$ cat src/design/emtcf_pkg.sv
// Types and constants of the event mask time consistency filter.
package emtcf_pkg;

	localparam int COORD_W   = 10;
	localparam int DIM_W     = 11;
	localparam int THR_W     = 32;
	localparam int PTIME_W   = 32;
	localparam int CFG_IDX_W = 2;
	localparam int CFG_DATA_W = 32;
	localparam int ROW_LIMIT = 1024;
	localparam int SLOTS     = 3;
	localparam int CNT_W     = 2;
	localparam int QDEPTH    = 4;
	localparam int QAW       = 2;

	localparam logic [CFG_IDX_W-1:0] CFG_FRAME_WIDTH    = 2'd0;
	localparam logic [CFG_IDX_W-1:0] CFG_FRAME_HEIGHT   = 2'd1;
	localparam logic [CFG_IDX_W-1:0] CFG_TIME_THRESHOLD = 2'd2;

	localparam logic [DIM_W-1:0] DIM_MIN             = 11'd3;
	localparam logic [DIM_W-1:0] RST_FRAME_WIDTH     = 11'd640;
	localparam logic [DIM_W-1:0] RST_FRAME_HEIGHT    = 11'd480;
	localparam logic [THR_W-1:0] RST_TIME_THRESHOLD  = 32'd7000;

	typedef struct packed {
		logic               frame_start;
		logic               pixel_set;
		logic [PTIME_W-1:0] pixel_time;
	} pix_in_t;

	typedef struct packed {
		logic [COORD_W-1:0] out_row;
		logic [COORD_W-1:0] out_col;
		logic               out_set;
		logic               last;
	} pix_out_t;

	typedef struct packed {
		logic [COORD_W-1:0] row;
		logic [COORD_W-1:0] col;
		logic               set;
	} res_t;

	// All results caused by one input word, in emission order.
	typedef struct packed {
		res_t [SLOTS-1:0] slots;
		logic [CNT_W-1:0] cnt;
	} q_entry_t;

endpackage

$ cat src/design/emtcf_back.sv
// Back end: unpacks each result group into single output words.
module emtcf_back import emtcf_pkg::*; (
	input  logic     clk,
	input  logic     arst_n,
	input  logic     nempty,
	input  q_entry_t head,
	output logic     pop,
	output logic     out_valid,
	input  logic     out_ready,
	output pix_out_t out_data
);

	logic [CNT_W-1:0] k_q;
	logic             out_valid_q;
	pix_out_t         out_q;
	logic             load, is_last;

	assign load      = nempty && (!out_valid_q || out_ready);
	assign is_last   = (k_q == head.cnt - CNT_W'(1));
	assign pop       = load && is_last;
	assign out_valid = out_valid_q;
	assign out_data  = out_q;

	always_ff @(posedge clk or negedge arst_n) begin
		if (!arst_n) begin
			out_valid_q <= 1'b0;
			k_q         <= '0;
		end else if (load) begin
			out_valid_q <= 1'b1;
			k_q         <= is_last ? '0 : k_q + CNT_W'(1);
		end else if (out_ready) begin
			out_valid_q <= 1'b0;
		end
	end

	always_ff @(posedge clk) begin
		if (load) begin
			out_q.out_row <= head.slots[k_q].row;
			out_q.out_col <= head.slots[k_q].col;
			out_q.out_set <= head.slots[k_q].set;
			out_q.last    <= is_last;
		end
	end

endmodule

$ cat config.mk
export PLATFORM = sky130hd
export DESIGN_NAME = emtcf_back
export DESIGN_NICKNAME = d
export VERILOG_FILES = /design/src/design/emtcf_pkg.sv /design/src/design/emtcf_back.sv
export SDC_FILE = /design/constraint.sdc
export NUM_CORES = 1
export LEC_CHECK = 0
export BUFFER_PORTS_ARGS = -buffer_cell sky130_fd_sc_hd__buf_2
export CORE_MARGIN = 1.5
export CORE_UTILIZATION = 40
export DETAILED_ROUTE_END_ITERATION = 16
export PLACE_DENSITY = 0.9
export SYNTH_ARGS = -nofsm -noshare
export SYNTH_HDL_FRONTEND = slang
export SYNTH_SLANG_ARGS = --single-unit
$ cat constraint.sdc
create_clock -name clk -period 1.7 [get_ports clk]
set_clock_uncertainty 0.15 [all_clocks]
set_input_delay 0.255 -clock clk [delete_from_list [all_inputs] [get_ports clk]]
set_output_delay 0.255 -clock clk [all_outputs]
set_load 0.005 [all_outputs]
==> impl_metrics.ini <==
[setup_path]
timing.rr.start = k_q[1]
path_cells = xnor2_2, mux2i_1, nor2b_1, buf_2
cp_slowest_cell = dfrtp_1
cp.arrival_ns = 1.44
max_stage_delay_ns = 0.45
crit_start = k_q[1]
cp.required_ns = 1.29
worst-setup-path-type = flip-flop to primary output
path_max_fanout = 3
worstSetupStartpointType = flip-flop
worstSetupEndpointType = primary output
critPathTopFamily = flip-flops
crit_buf_inv = 1

[power]
total_leakage_power_nw = 0.952
netSwitchingFraction = 0.316
combinationalPowerShare = 0.465
p_int_mw = 1.51
peakVddDrop_v = 0.000844
p_per_area_nw_per_um2 = 1150
power_frac_seq = 0.422
switching_power_mw = 0.699
clkPwrFrac = 0.113

[layout]
diodes = 0
post-route-util = 0.625
synthToLayoutAreaGrowth_pct = 47.5
fill_cells = 278
nets = 286
drive_gt1_frac = 0.509

[place]
routabilityCongestion = 0.786
portBuffers = 92
pre_cts_slack_ns = 0.150
hpwl_um = 2420

[outcome]
status = finished with violations
violations = negative setup slack

[timing]
worst_pin_slew_ns = 0.256
slew_headroom = 0.829
finalHoldViolCount = 0
rsz0062_at_grt = true
slew_violations = 0
finalSetupViolCount = 1
fin_ws_ns = -0.147
fmax_mhz = 541
fin_crit_sh = 1.09
setup_tns_ns = -0.147
min_period_ns = 1.85

[grt]
grt-ovfl-total = 0
grt_pass1_wl_um = 4920
grt.total_usage = 0.183
antenna_found_initial = 0
grt_max_degree = 23
grt_pass1_vias = 1174

[cts]
cts_tree = yes
clk_pin_slew_ns = 0.13
cts_buffers = 3
clockRootBuffer = clkbuf_4
clock_latency_ns = 0.30
clock_sinks = 25
clock_path_buffers = 2
h-tree-depth = 1

[synth]
synth-simple-area-share = 0.105
synth_compound_area_frac = 0.111
synthMuxAreaShare = 0.169
avgSynthCellArea_um2 = 11.4
synth_cell_type_count = 18
synth_area_um2 = 1310
yosysWarningCount = 0
synth_fa_ha_area_frac = 0
synthXorXnorAreaFrac = 0.0125
syn_nets = 183
synth_top_family_by_area = multiplexers
synthCells = 114
yosysSeqAreaShare = 0.564
synth-seq-cells = 25

[routing]
ant_nets = 0
wl_um = 3070
drt-initial-drc-count = 45
drc = 0
viasPerCell = 4.62
routedWlPerCell_um = 11.8
vias = 1201
first_pass_iters = 4

[floorplanning]
die_x_um = 60.1
num_rows = 20
pin_count = 93
core_area_um2 = 3080
die_y_um = 60.1
initial_core_util = 0.424
design.die.area_um2 = 3610

[hold_path]
hold_path_class = input pin to flip-flop
worstHoldStart = nempty

[flow_run]
cap_violations = 0
worst reg2reg max path: stages (launching register included):
cell and delay [ns]:
dfrtp_1 0.44, buf_4 0.15, buf_6 0.23, mux2i_1 0.23, o21ai_0 0.09
layout by cell type (no fill, tap or decap):
| master | n |
|---|---|
| buf_2 | 92 |
| nand2_1 | 23 |
| mux2i_1 | 22 |
| and2b_1 | 1 |
| xnor2_2 | 1 |
| dfrtp_2 | 1 |
| clkbuf_4 | 3 |
| buf_6 | 1 |
| a211oi_1 | 1 |
| buf_12 | 1 |
| edfxtp_1 | 22 |
| buf_4 | 10 |
| nor3_1 | 1 |
| inv_1 | 3 |
| nor2b_1 | 3 |
| clkbuf_1 | 1 |
| a21o_1 | 1 |
| dlygate4sd3_1 | 1 |
| a221o_1 | 1 |
| o21ai_0 | 21 |
| a2111oi_2 | 1 |
| nand2b_1 | 3 |
| dfrtp_1 | 2 |
worst paths after layout:
kind / endpoint / slack, ns / cells past startpoint
setup / recovery: pop / -0.15 / 4
hold / removal: out_valid / 0.03 / 3
setup reg to reg: out_data[7] / 0.17 / 4
hold reg to reg: out_valid / 0.40 / 2
max in group asynchronous: k_q[0] / 1.18 / 2
min in group asynchronous: k_q[1] / 0.10 / 2
power groups by stage:
stage / registers [mW] / clock network [mW] / logic [mW]
3_5_place_dp: 0.946 / 0 / 0.957
2_1_floorplan: 0.945 / 0 / 0.621
3_3_place_gp: 0.940 / 0 / 0.937
4_1_cts: 0.932 / 0.264 / 1.01
5_1_grt: 0.951 / 0.282 / 1.15
6_report: 0.932 / 0.250 / 1.03
per-stage QoR:
step | hold WS, ns | cell area (um2) | power, mW | std cells
4_1_cts | 0.0147 | 1910 | 2.20 | 259
3_3_place_gp | -0.0937 | 1850 | 1.88 | 251
6_report | 0.0299 | 1920 | 2.21 | 260
3_5_place_dp | -0.0900 | 1850 | 1.90 | 251
2_1_floorplan | -0.191 | 1310 | 1.57 | 114
5_1_grt | 0.0456 | 1920 | 2.38 | 260
sequential cells by signal, indices dropped and copies added, names as in the netlist:
signal     flops
out_data      22
k_q            2
out_valid      1
logic make-up after synthesis:
group           count (synthesis)
buf+inv                        10
compound gates                 25
mux                            22
flops                          25
simple gates                   31
xor+xnor                        1
routing by layer:
| layer | vias up | track usage | share of wire |
|---|---|---|---|
| li1 | 613 | - | - |
| met1 | 546 | 0.210 | 0.38 |
| met2 | 40 | 0.326 | 0.57 |
| met3 | 2 | 0.0281 | 0.048 |
| met4 | 0 | 0.0889 | 0.0088 |
| met5 | - | 0 | 0 |
area by class of cell:
class	instances	area (um2)	area share
Clock buffer	4	26.3	0.0137
Multi-Input combinational cell	79	518	0.269
Sequential cell	25	737	0.383
Inverter	3	11.3	0.00585
Timing Repair Buffer	105	577	0.300
Tap cell	44	55.1	0.0286
Yosys cell counts (all sizes together):
cell	n	area [um2]
nand2	23	86.3
edfxtp	22	661
mux2i	22	220
o21ai	21	105
buf	5	32.5
dfrtp	3	75.1
inv	3	11.3
nand2b	3	18.8
nor2b	3	18.8
clkbuf	2	7.51
a2111oi	1	15.0
a211oi	1	7.51
a21o	1	7.51
a221o	1	10.0
and2b	1	7.51
nor3	1	5.00
xnor2	1	16.3
what timing repair did:
| action | 4_1_cts | 5_1_grt |
|---|---|---|
| endpoints found under the hold margin | 3 | 0 |
| endpoints found under the setup margin | 1 | 1 |
| pin swaps | 1 | 0 |
| hold buffers | 1 | 0 |
| cloned | 0 | 0 |
| buffers inserted | 3 | 1 |
| gates resized for setup | 0 | 2 |
Note: power is estimated with default switching activity, not from simulation.
