File: src/design/emtcf_pkg.sv
// Types and constants of the event mask time consistency filter.
package emtcf_pkg;

	localparam int COORD_W   = 10;
	localparam int DIM_W     = 11;
	localparam int THR_W     = 32;
	localparam int PTIME_W   = 32;
	localparam int CFG_IDX_W = 2;
	localparam int CFG_DATA_W = 32;
	localparam int ROW_LIMIT = 1024;
	localparam int SLOTS     = 3;
	localparam int CNT_W     = 2;
	localparam int QDEPTH    = 4;
	localparam int QAW       = 2;

	localparam logic [CFG_IDX_W-1:0] CFG_FRAME_WIDTH    = 2'd0;
	localparam logic [CFG_IDX_W-1:0] CFG_FRAME_HEIGHT   = 2'd1;
	localparam logic [CFG_IDX_W-1:0] CFG_TIME_THRESHOLD = 2'd2;

	localparam logic [DIM_W-1:0] DIM_MIN             = 11'd3;
	localparam logic [DIM_W-1:0] RST_FRAME_WIDTH     = 11'd640;
	localparam logic [DIM_W-1:0] RST_FRAME_HEIGHT    = 11'd480;
	localparam logic [THR_W-1:0] RST_TIME_THRESHOLD  = 32'd7000;

	typedef struct packed {
		logic               frame_start;
		logic               pixel_set;
		logic [PTIME_W-1:0] pixel_time;
	} pix_in_t;

	typedef struct packed {
		logic [COORD_W-1:0] out_row;
		logic [COORD_W-1:0] out_col;
		logic               out_set;
		logic               last;
	} pix_out_t;

	typedef struct packed {
		logic [COORD_W-1:0] row;
		logic [COORD_W-1:0] col;
		logic               set;
	} res_t;

	// All results caused by one input word, in emission order.
	typedef struct packed {
		res_t [SLOTS-1:0] slots;
		logic [CNT_W-1:0] cnt;
	} q_entry_t;

endpackage

File: src/design/emtcf_queue.sv
// Short queue of per-word result groups between front and back.
module emtcf_queue import emtcf_pkg::*; (
	input  logic     clk,
	input  logic     arst_n,
	input  logic     push,
	input  q_entry_t push_entry,
	output logic     full,
	input  logic     pop,
	output q_entry_t head,
	output logic     nempty
);

	q_entry_t         mem_q [QDEPTH];
	logic [QAW-1:0]   wp_q, rp_q;
	logic [QAW:0]     cnt_q;

	assign full   = (cnt_q == (QAW+1)'(QDEPTH));
	assign nempty = (cnt_q != '0);
	assign head   = mem_q[rp_q];

	always_ff @(posedge clk) begin
		if (push) begin
			mem_q[wp_q] <= push_entry;
		end
	end

	always_ff @(posedge clk or negedge arst_n) begin
		if (!arst_n) begin
			wp_q  <= '0;
			rp_q  <= '0;
			cnt_q <= '0;
		end else begin
			if (push) begin
				wp_q <= wp_q + QAW'(1);
			end
			if (pop) begin
				rp_q <= rp_q + QAW'(1);
			end
			if (push && !pop) begin
				cnt_q <= cnt_q + (QAW+1)'(1);
			end else if (pop && !push) begin
				cnt_q <= cnt_q - (QAW+1)'(1);
			end
		end
	end

endmodule

File: config.mk
export PLATFORM = sky130hd
export DESIGN_NAME = emtcf_queue
export DESIGN_NICKNAME = d
export VERILOG_FILES = /design/src/design/emtcf_pkg.sv /design/src/design/emtcf_queue.sv
export SDC_FILE = /design/constraint.sdc
export NUM_CORES = 1
export LEC_CHECK = 0
export BUFFER_PORTS_ARGS = -buffer_cell sky130_fd_sc_hd__buf_2
export CORE_UTILIZATION = 39
export CTS_BUF_LIST = sky130_fd_sc_hd__clkbuf_8
export DETAILED_ROUTE_END_ITERATION = 16
export PLACE_DENSITY = 0.63
export SLEW_MARGIN = 20
export SYNTH_ARGS = -nofsm -noshare
export SYNTH_HDL_FRONTEND = slang
export SYNTH_SLANG_ARGS = --single-unit
export TNS_END_PERCENT = 10
File: constraint.sdc
create_clock -name clk -period 3.1 [get_ports clk]
set_clock_uncertainty 0.05 [all_clocks]
set_input_delay 0.155 -clock clk [delete_from_list [all_inputs] [get_ports clk]]
set_output_delay 0.155 -clock clk [all_outputs]
set_load 0.005 [all_outputs]
==> results of run 1 <==
## cells in the mapped netlist (all sizes together)
| cell | instances | area [µm²] |
|---|---|---|
| xnor2 | 2 | 17.52 |
| inv | 4 | 15.01 |
| clkbuf | 2 | 7.510 |
| nor2 | 1 | 3.750 |
| xor2 | 4 | 35.03 |
| mux2 | 1 | 11.26 |
| or3 | 1 | 6.260 |
| mux4 | 65 | 1464 |
| ha | 5 | 62.56 |
| nand2 | 2 | 7.510 |
| edfxtp | 260 | 7807 |
| buf | 13 | 138.9 |
| dfrtp | 7 | 175.2 |
| o21ai | 1 | 5.000 |
| nor3b | 1 | 7.510 |
| fa | 1 | 20.02 |
| and2 | 4 | 25.02 |
## cell families after synthesis
group,count (synthesis),share of synthesized area
fa+ha+maj,6,0.008418
flops,267,0.8138
mux,66,0.1504
xor+xnor,6,0.005357
compound gates,1,0.0005097
buf+inv,19,0.01645
simple gates,9,0.005102
## worst max-delay path by stage
stage,slack (ns),from,cells after the start,endpoint
2_1_floorplan,0.48,wp_q[0],3,mem_q[2][0]
3_3_place_gp,0.85,rp_q[0],3,head[34]
3_5_place_dp,0.82,rp_q[0],3,head[64]
4_1_cts,0.23,rp_q[0],3,head[64]
5_1_grt,0.15,rp_q[0],3,head[36]
6_report,0.37,rp_q[0],3,head[37]
## through the flow
stage	power (mW)	utilization	cells	worst slack, ns
after detailed placement	7.976	0.4444	826	0.8211
final	10.66	0.5058	975	0.3669
after global placement	7.899	0.4444	826	0.8517
after floorplan	6.874	-	374	0.4770
after global routing	11.24	0.5058	975	0.1539
after CTS	10.87	0.5058	975	0.2264
## state kept, by name (all words and copies together) (netlist names)
signal	flops
rp_q	2
cnt_q	3
mem_q	260
wp_q	2
## area by class of cell
type | count | area, µm²
clock inverter | 36 | 203.9
multi-input combinational | 88 | 1675
timing repair buffer | 212 | 1476
tap | 324 | 405.4
fill | 1976 | 12090
sequential | 267 | 7990
inverter | 4 | 15.01
clock buffer | 44 | 605.6
## report_power, final
group / internal, mW / switching [mW]
sequential: 4.73 / 0.474
combinational: 1.49 / 1.17
clock: 1.49 / 1.30
total: 7.71 / 2.95
## repair_timing
| item | in CTS | in global routing |
|---|---|---|
| hold endpoints to repair | 271 | 0 |
| setup endpoints to repair | 0 | 0 |
| hold buffers | 69 | 0 |
## metal layers
metal  vias to the layer above  GRT usage  wire length (µm)
li1                       2096          -                 -
met1                      2422     0.1863              7962
met2                       132     0.2405              8958
met3                        32    0.03771              1019
met4                         0    0.04632               345
met5                         -          0                 0
## critical path, stage by stage (launching register included)
cell,delay [ns]
dfrtp_4,0.84
buf_4,0.42
mux4_2,0.56
buf_2,0.15
## placed cells by master (no fill, tap or decap)
master,n
dlygate4sd3_1,69
nor3b_1,1
nand2_1,2
and2_4,4
dfrtp_1,5
mux2_2,1
ha_1,5
buf_2,135
clkinv_1,11
clkinv_2,4
or3_1,1
clkbuf_8,44
dfrtp_4,2
edfxtp_1,260
nor2_1,1
fa_1,1
mux4_2,65
inv_1,20
xnor2_1,2
bufinv_16,2
xor2_1,4
buf_4,4
clkinvlp_4,3
buf_12,4
o21ai_0,1
==> flow_metrics.env, run 1 <==
export IMPL_r2r_slack_ns=1.23
export IMPL_synth_seq_cells=267
export IMPL_ant_nets=0
export IMPL_p_leak_nw=4.335
export IMPL_drt_wl_total_um=18290
export IMPL_htree_levels=2
export IMPL_ir_worst_vdd_v=0.0006289
export IMPL_slew_headroom=0.3064
export IMPL_hold_viol_final=0
export IMPL_cts_tree="done"
export IMPL_fp_dieW_um=160.6
export IMPL_worstHoldPathCells=2
export IMPL_postSynthCellCount=374
export IMPL_area_growth_pct=26.12
export IMPL_start_util=0.4010
export IMPL_cts_sinks=267
export IMPL_powerDensity_nw_per_um2=861.4
export IMPL_vias=4682
export IMPL_netlist_area_um2=9809
export IMPL_post_cts_resized=0
export IMPL_first_iter_violations=231
export IMPL_ys_warn_count=0
export IMPL_drive_above_1_share=0.4117
export IMPL_whs_endpoint="mem_q[3][0]"
export IMPL_io_pins=136
export IMPL_max_freq_mhz=365.9
export IMPL_antenna_found_initial=0
export IMPL_port_buffers=135
export IMPL_crit_path_max_fanout=31
export IMPL_critPathCaptureType="primary output"
export IMPL_die_y_um=160.6
export IMPL_finalWorstPathRequiredPeriod_ns=2.733
export IMPL_avgSynthCellArea_um2=26.23
export IMPL_required_ns=2.89
export IMPL_status="completed"
export IMPL_ys_seq_area_frac=0.8138
export IMPL_dp_hpwl_um=10340
export IMPL_post_drt_wl_per_cell_um=18.75
export IMPL_synthesis_nets=449
export IMPL_clock_latency_ns=0.53
export IMPL_gr_total_overflow=0
export IMPL_clk_path_buf_depth=3
export IMPL_antenna_cells=0
export IMPL_dieArea_um2=25790
export IMPL_hp_class="input port to flip-flop"
export IMPL_hold_ws_ns=0.3258
export IMPL_num_rows=57
export IMPL_maxCapViolCount=0
export IMPL_drc=0
export IMPL_dpl_cell_area_um2=10870
export IMPL_clkTransAtPathRegs_ns=0.06
export IMPL_grt_max_degree=67
export IMPL_place_congestion=0.6737
export IMPL_ys_types=20
export IMPL_r2r_end="mem_q[2][24]"
export IMPL_hold_path_startpoint="push_entry[0]"
export IMPL_startpoint_type="flip-flop"
export IMPL_grt_pass1_vias=5180
export IMPL_r2r_cells=4
export IMPL_firstDrtPassIters=4
export IMPL_grt_total_usage=0.1448
export IMPL_cp_data_arrival_time_ns=2.53
export IMPL_slew_viol_final=0
export IMPL_grt_pass1_wl_um=28220
export IMPL_r2r_start="wp_q[0]"
export IMPL_fin_nets=691
export IMPL_rsz0062_at_grt="false"
export IMPL_fin_crit_sh=0.8816
export IMPL_finish_instance_area_um2=12370
export IMPL_tns_ns=0
export IMPL_worst_setup_path_type="flip-flop to primary output"
export IMPL_post_cts_buffers=0
export IMPL_clk_root_buffer_cell="clkbuf_8"
export IMPL_setup_viol=0
export IMPL_tightest_slew_ns=1.040
export IMPL_core_area_um2=24460
export IMPL_numCtsBuffers=43
export IMPL_drt_vias_per_instance=4.802
Note: power is estimated with default switching activity, not from simulation.
==> inputs of run 2 (changes only) <==
--- a/config.mk
+++ b/config.mk
@@ -6,11 +6,11 @@
 export NUM_CORES = 1
 export LEC_CHECK = 0
 export BUFFER_PORTS_ARGS = -buffer_cell sky130_fd_sc_hd__buf_2
+export CORE_MARGIN = 3
 export CORE_UTILIZATION = 39
 export CTS_BUF_LIST = sky130_fd_sc_hd__clkbuf_8
 export DETAILED_ROUTE_END_ITERATION = 16
 export PLACE_DENSITY = 0.63
-export SLEW_MARGIN = 20
 export SYNTH_ARGS = -nofsm -noshare
 export SYNTH_HDL_FRONTEND = slang
 export SYNTH_SLANG_ARGS = --single-unit
==> run 2 against run 1 <==
- worst setup slack better by 0.18 ns
- final cell count is 0.72% lower
- first-iteration DRC count is 31% higher
- sequential power is 2% lower
- non-clock buffer count is 2 higher
==> flow_metrics.env, run 2 (synthesized netlist as in run 1, its figures left out) <==
export IMPL_power_switching_share=0.2725
export IMPL_internal_power_mw=7.655
export IMPL_fp_dieW_um=164.6
export IMPL_p_leak_nw=4.341
export IMPL_htree_levels=2
export IMPL_switching_power_mw=2.867
export IMPL_ir_worst_vdd_v=0.0004789
export IMPL_status="completed"
export IMPL_layout_common_cells="edfxtp_1 (260), buf_2 (135), dlygate4sd3_1 (69), mux4_2 (65), clkbuf_8 (45)"
export IMPL_crit_path_max_fanout=30
export IMPL_clk_path_buf_depth=3
export IMPL_dp_hpwl_um=10600
export IMPL_critPathTopFamily="flip-flops"
export IMPL_max_freq_mhz=391.0
export IMPL_critPathCaptureType="primary output"
export IMPL_hold_viol_final=0
export IMPL_drc=0
export IMPL_setup_viol=0
export IMPL_seqPwrFrac=0.484
export IMPL_powerDensity_nw_per_um2=853.0
export IMPL_largest_reg_flops=260
export IMPL_finalPower_mw=10.52
export IMPL_fin_nets=693
export IMPL_core_area_um2=24530
export IMPL_final_common_cell="edfxtp_1"
export IMPL_reg_top3="mem_q (260), cnt_q (3)"
export IMPL_grt_total_usage=0.1365
export IMPL_vias=4692
export IMPL_first_iter_violations=302
export IMPL_cts_sinks=267
export IMPL_antenna_found_initial=0
export IMPL_antenna_cells=0
export IMPL_finalWorstPathRequiredPeriod_ns=2.558
export IMPL_post_cts_buffers=0
export IMPL_path_cells="buf_12, mux4_2, buf_2"
export IMPL_numCtsBuffers=43
export IMPL_slew_headroom=0.5523
export IMPL_required_ns=2.89
export IMPL_startpoint_type="flip-flop"
export IMPL_gr_total_overflow=0
export IMPL_grt_pass1_wl_um=28170
export IMPL_cts_tree="done"
export IMPL_drt_vias_per_instance=4.847
export IMPL_post_drt_wl_per_cell_um=18.91
export IMPL_path_buf_inv=2
export IMPL_grt_max_degree=40
export IMPL_maxCapViolCount=0
export IMPL_comb_power_share=0.266
export IMPL_tightest_slew_ns=0.6715
export IMPL_critPathSlowestCell="dfrtp_4"
export IMPL_ant_nets=0
export IMPL_post_cts_resized=0
export IMPL_clk_root_buffer_cell="clkbuf_8"
export IMPL_num_rows=57
export IMPL_pre_cts_slack_ns=1.003
export IMPL_pwr_share_clk=0.250
export IMPL_dieArea_um2=27090
export IMPL_fin_crit_sh=0.8251
export IMPL_fill_cells=2006
export IMPL_slew_viol_final=0
export IMPL_port_buffers=135
export IMPL_rsz0062_at_grt="false"
export IMPL_io_pins=136
export IMPL_worst_setup_path_type="flip-flop to primary output"
export IMPL_setup_ws_ns=0.5422
export IMPL_firstDrtPassIters=4
export IMPL_place_congestion=0.6777
export IMPL_cpPeakStageDelay_ns=0.83
export IMPL_tns_ns=0
export IMPL_area_growth_pct=25.75
export IMPL_cp_data_arrival_time_ns=2.35
export IMPL_drt_wl_total_um=18300
export IMPL_start_util=0.3998
export IMPL_clock_latency_ns=0.51
export IMPL_clkTransAtPathRegs_ns=0.06
export IMPL_drive_above_1_share=0.4115
export IMPL_hp_class="input port to flip-flop"
export IMPL_grt_pass1_vias=5218
export IMPL_cts_hold_buffers=69
export IMPL_registers_top_by_ff_count="mem_q"
export IMPL_die_y_um=164.6
## run 2: cell types whose count changed in the layout (fill, tap and decap cells not counted), sizes merged
cell	previous run	this run
clkinv	15	6
clkinvlp	3	0
inv	20	23
buf	143	145
bufinv	2	1
clkbuf	44	45
## run 2: power groups by stage
stage               Combinational [mW]  Clock, mW  Sequential (mW)
detailed placement                2.82          0             5.19
finish                            2.80       2.63             5.09
CTS                               2.91       2.73             5.12
global route                      3.06       2.89             5.18
global placement                  2.79          0             5.14
floorplan                         1.93          0             4.94
## run 2: final cells by class
class,count,area (µm²),share of cell area
clock inverter,26,126.4,0.01024
clock buffer,45,619.3,0.05021
multi-input combinational,88,1675,0.1358
inverter,4,15.01,0.001217
tap,324,405.4,0.03286
timing repair buffer,214,1504,0.1219
sequential,267,7990,0.6477
## run 2: metrics by stage
| step | hold slack, ns | util | std cells | cell area, µm² |
|---|---|---|---|---|
| 3_3_place_gp | -0.05865 | 0.4443 | 828 | 10900 |
| 2_1_floorplan | -0.1906 | - | 374 | 9809 |
| 4_1_cts | 0.2976 | 0.5028 | 968 | 12340 |
| 6_report | 0.3388 | 0.5028 | 968 | 12340 |
| 3_5_place_dp | -0.05293 | 0.4443 | 828 | 10900 |
| 5_1_grt | 0.3042 | 0.5028 | 968 | 12340 |
## run 2: path summary, 6_finish.rpt
kind	start	to	slack, ns	cells after the start
min in group asynchronous	arst_n	rp_q[0]	0.58	3
max in group asynchronous	arst_n	rp_q[1]	2.13	3
min	pop	rp_q[0]	0.34	3
max reg2reg	wp_q[0]	mem_q[2][27]	1.14	4
max	rp_q[0]	head[12]	0.54	3
min reg2reg	cnt_q[2]	cnt_q[2]	0.44	1
## run 2: worst reg2reg max path, stage by stage (launching register included)
cell	delay, ns
dfrtp_1	0.42
inv_1	0.11
ha_1	0.16
and2_4	0.59
buf_12	0.29
## run 2: per-layer routing
layer / wire length [µm] / track usage / share of wire
met4: 313 / 0.04117 / 0.017
met1: 7536 / 0.1737 / 0.41
met2: 9430 / 0.2328 / 0.52
met3: 1021 / 0.03386 / 0.056
met5: 0 / 0 / 0
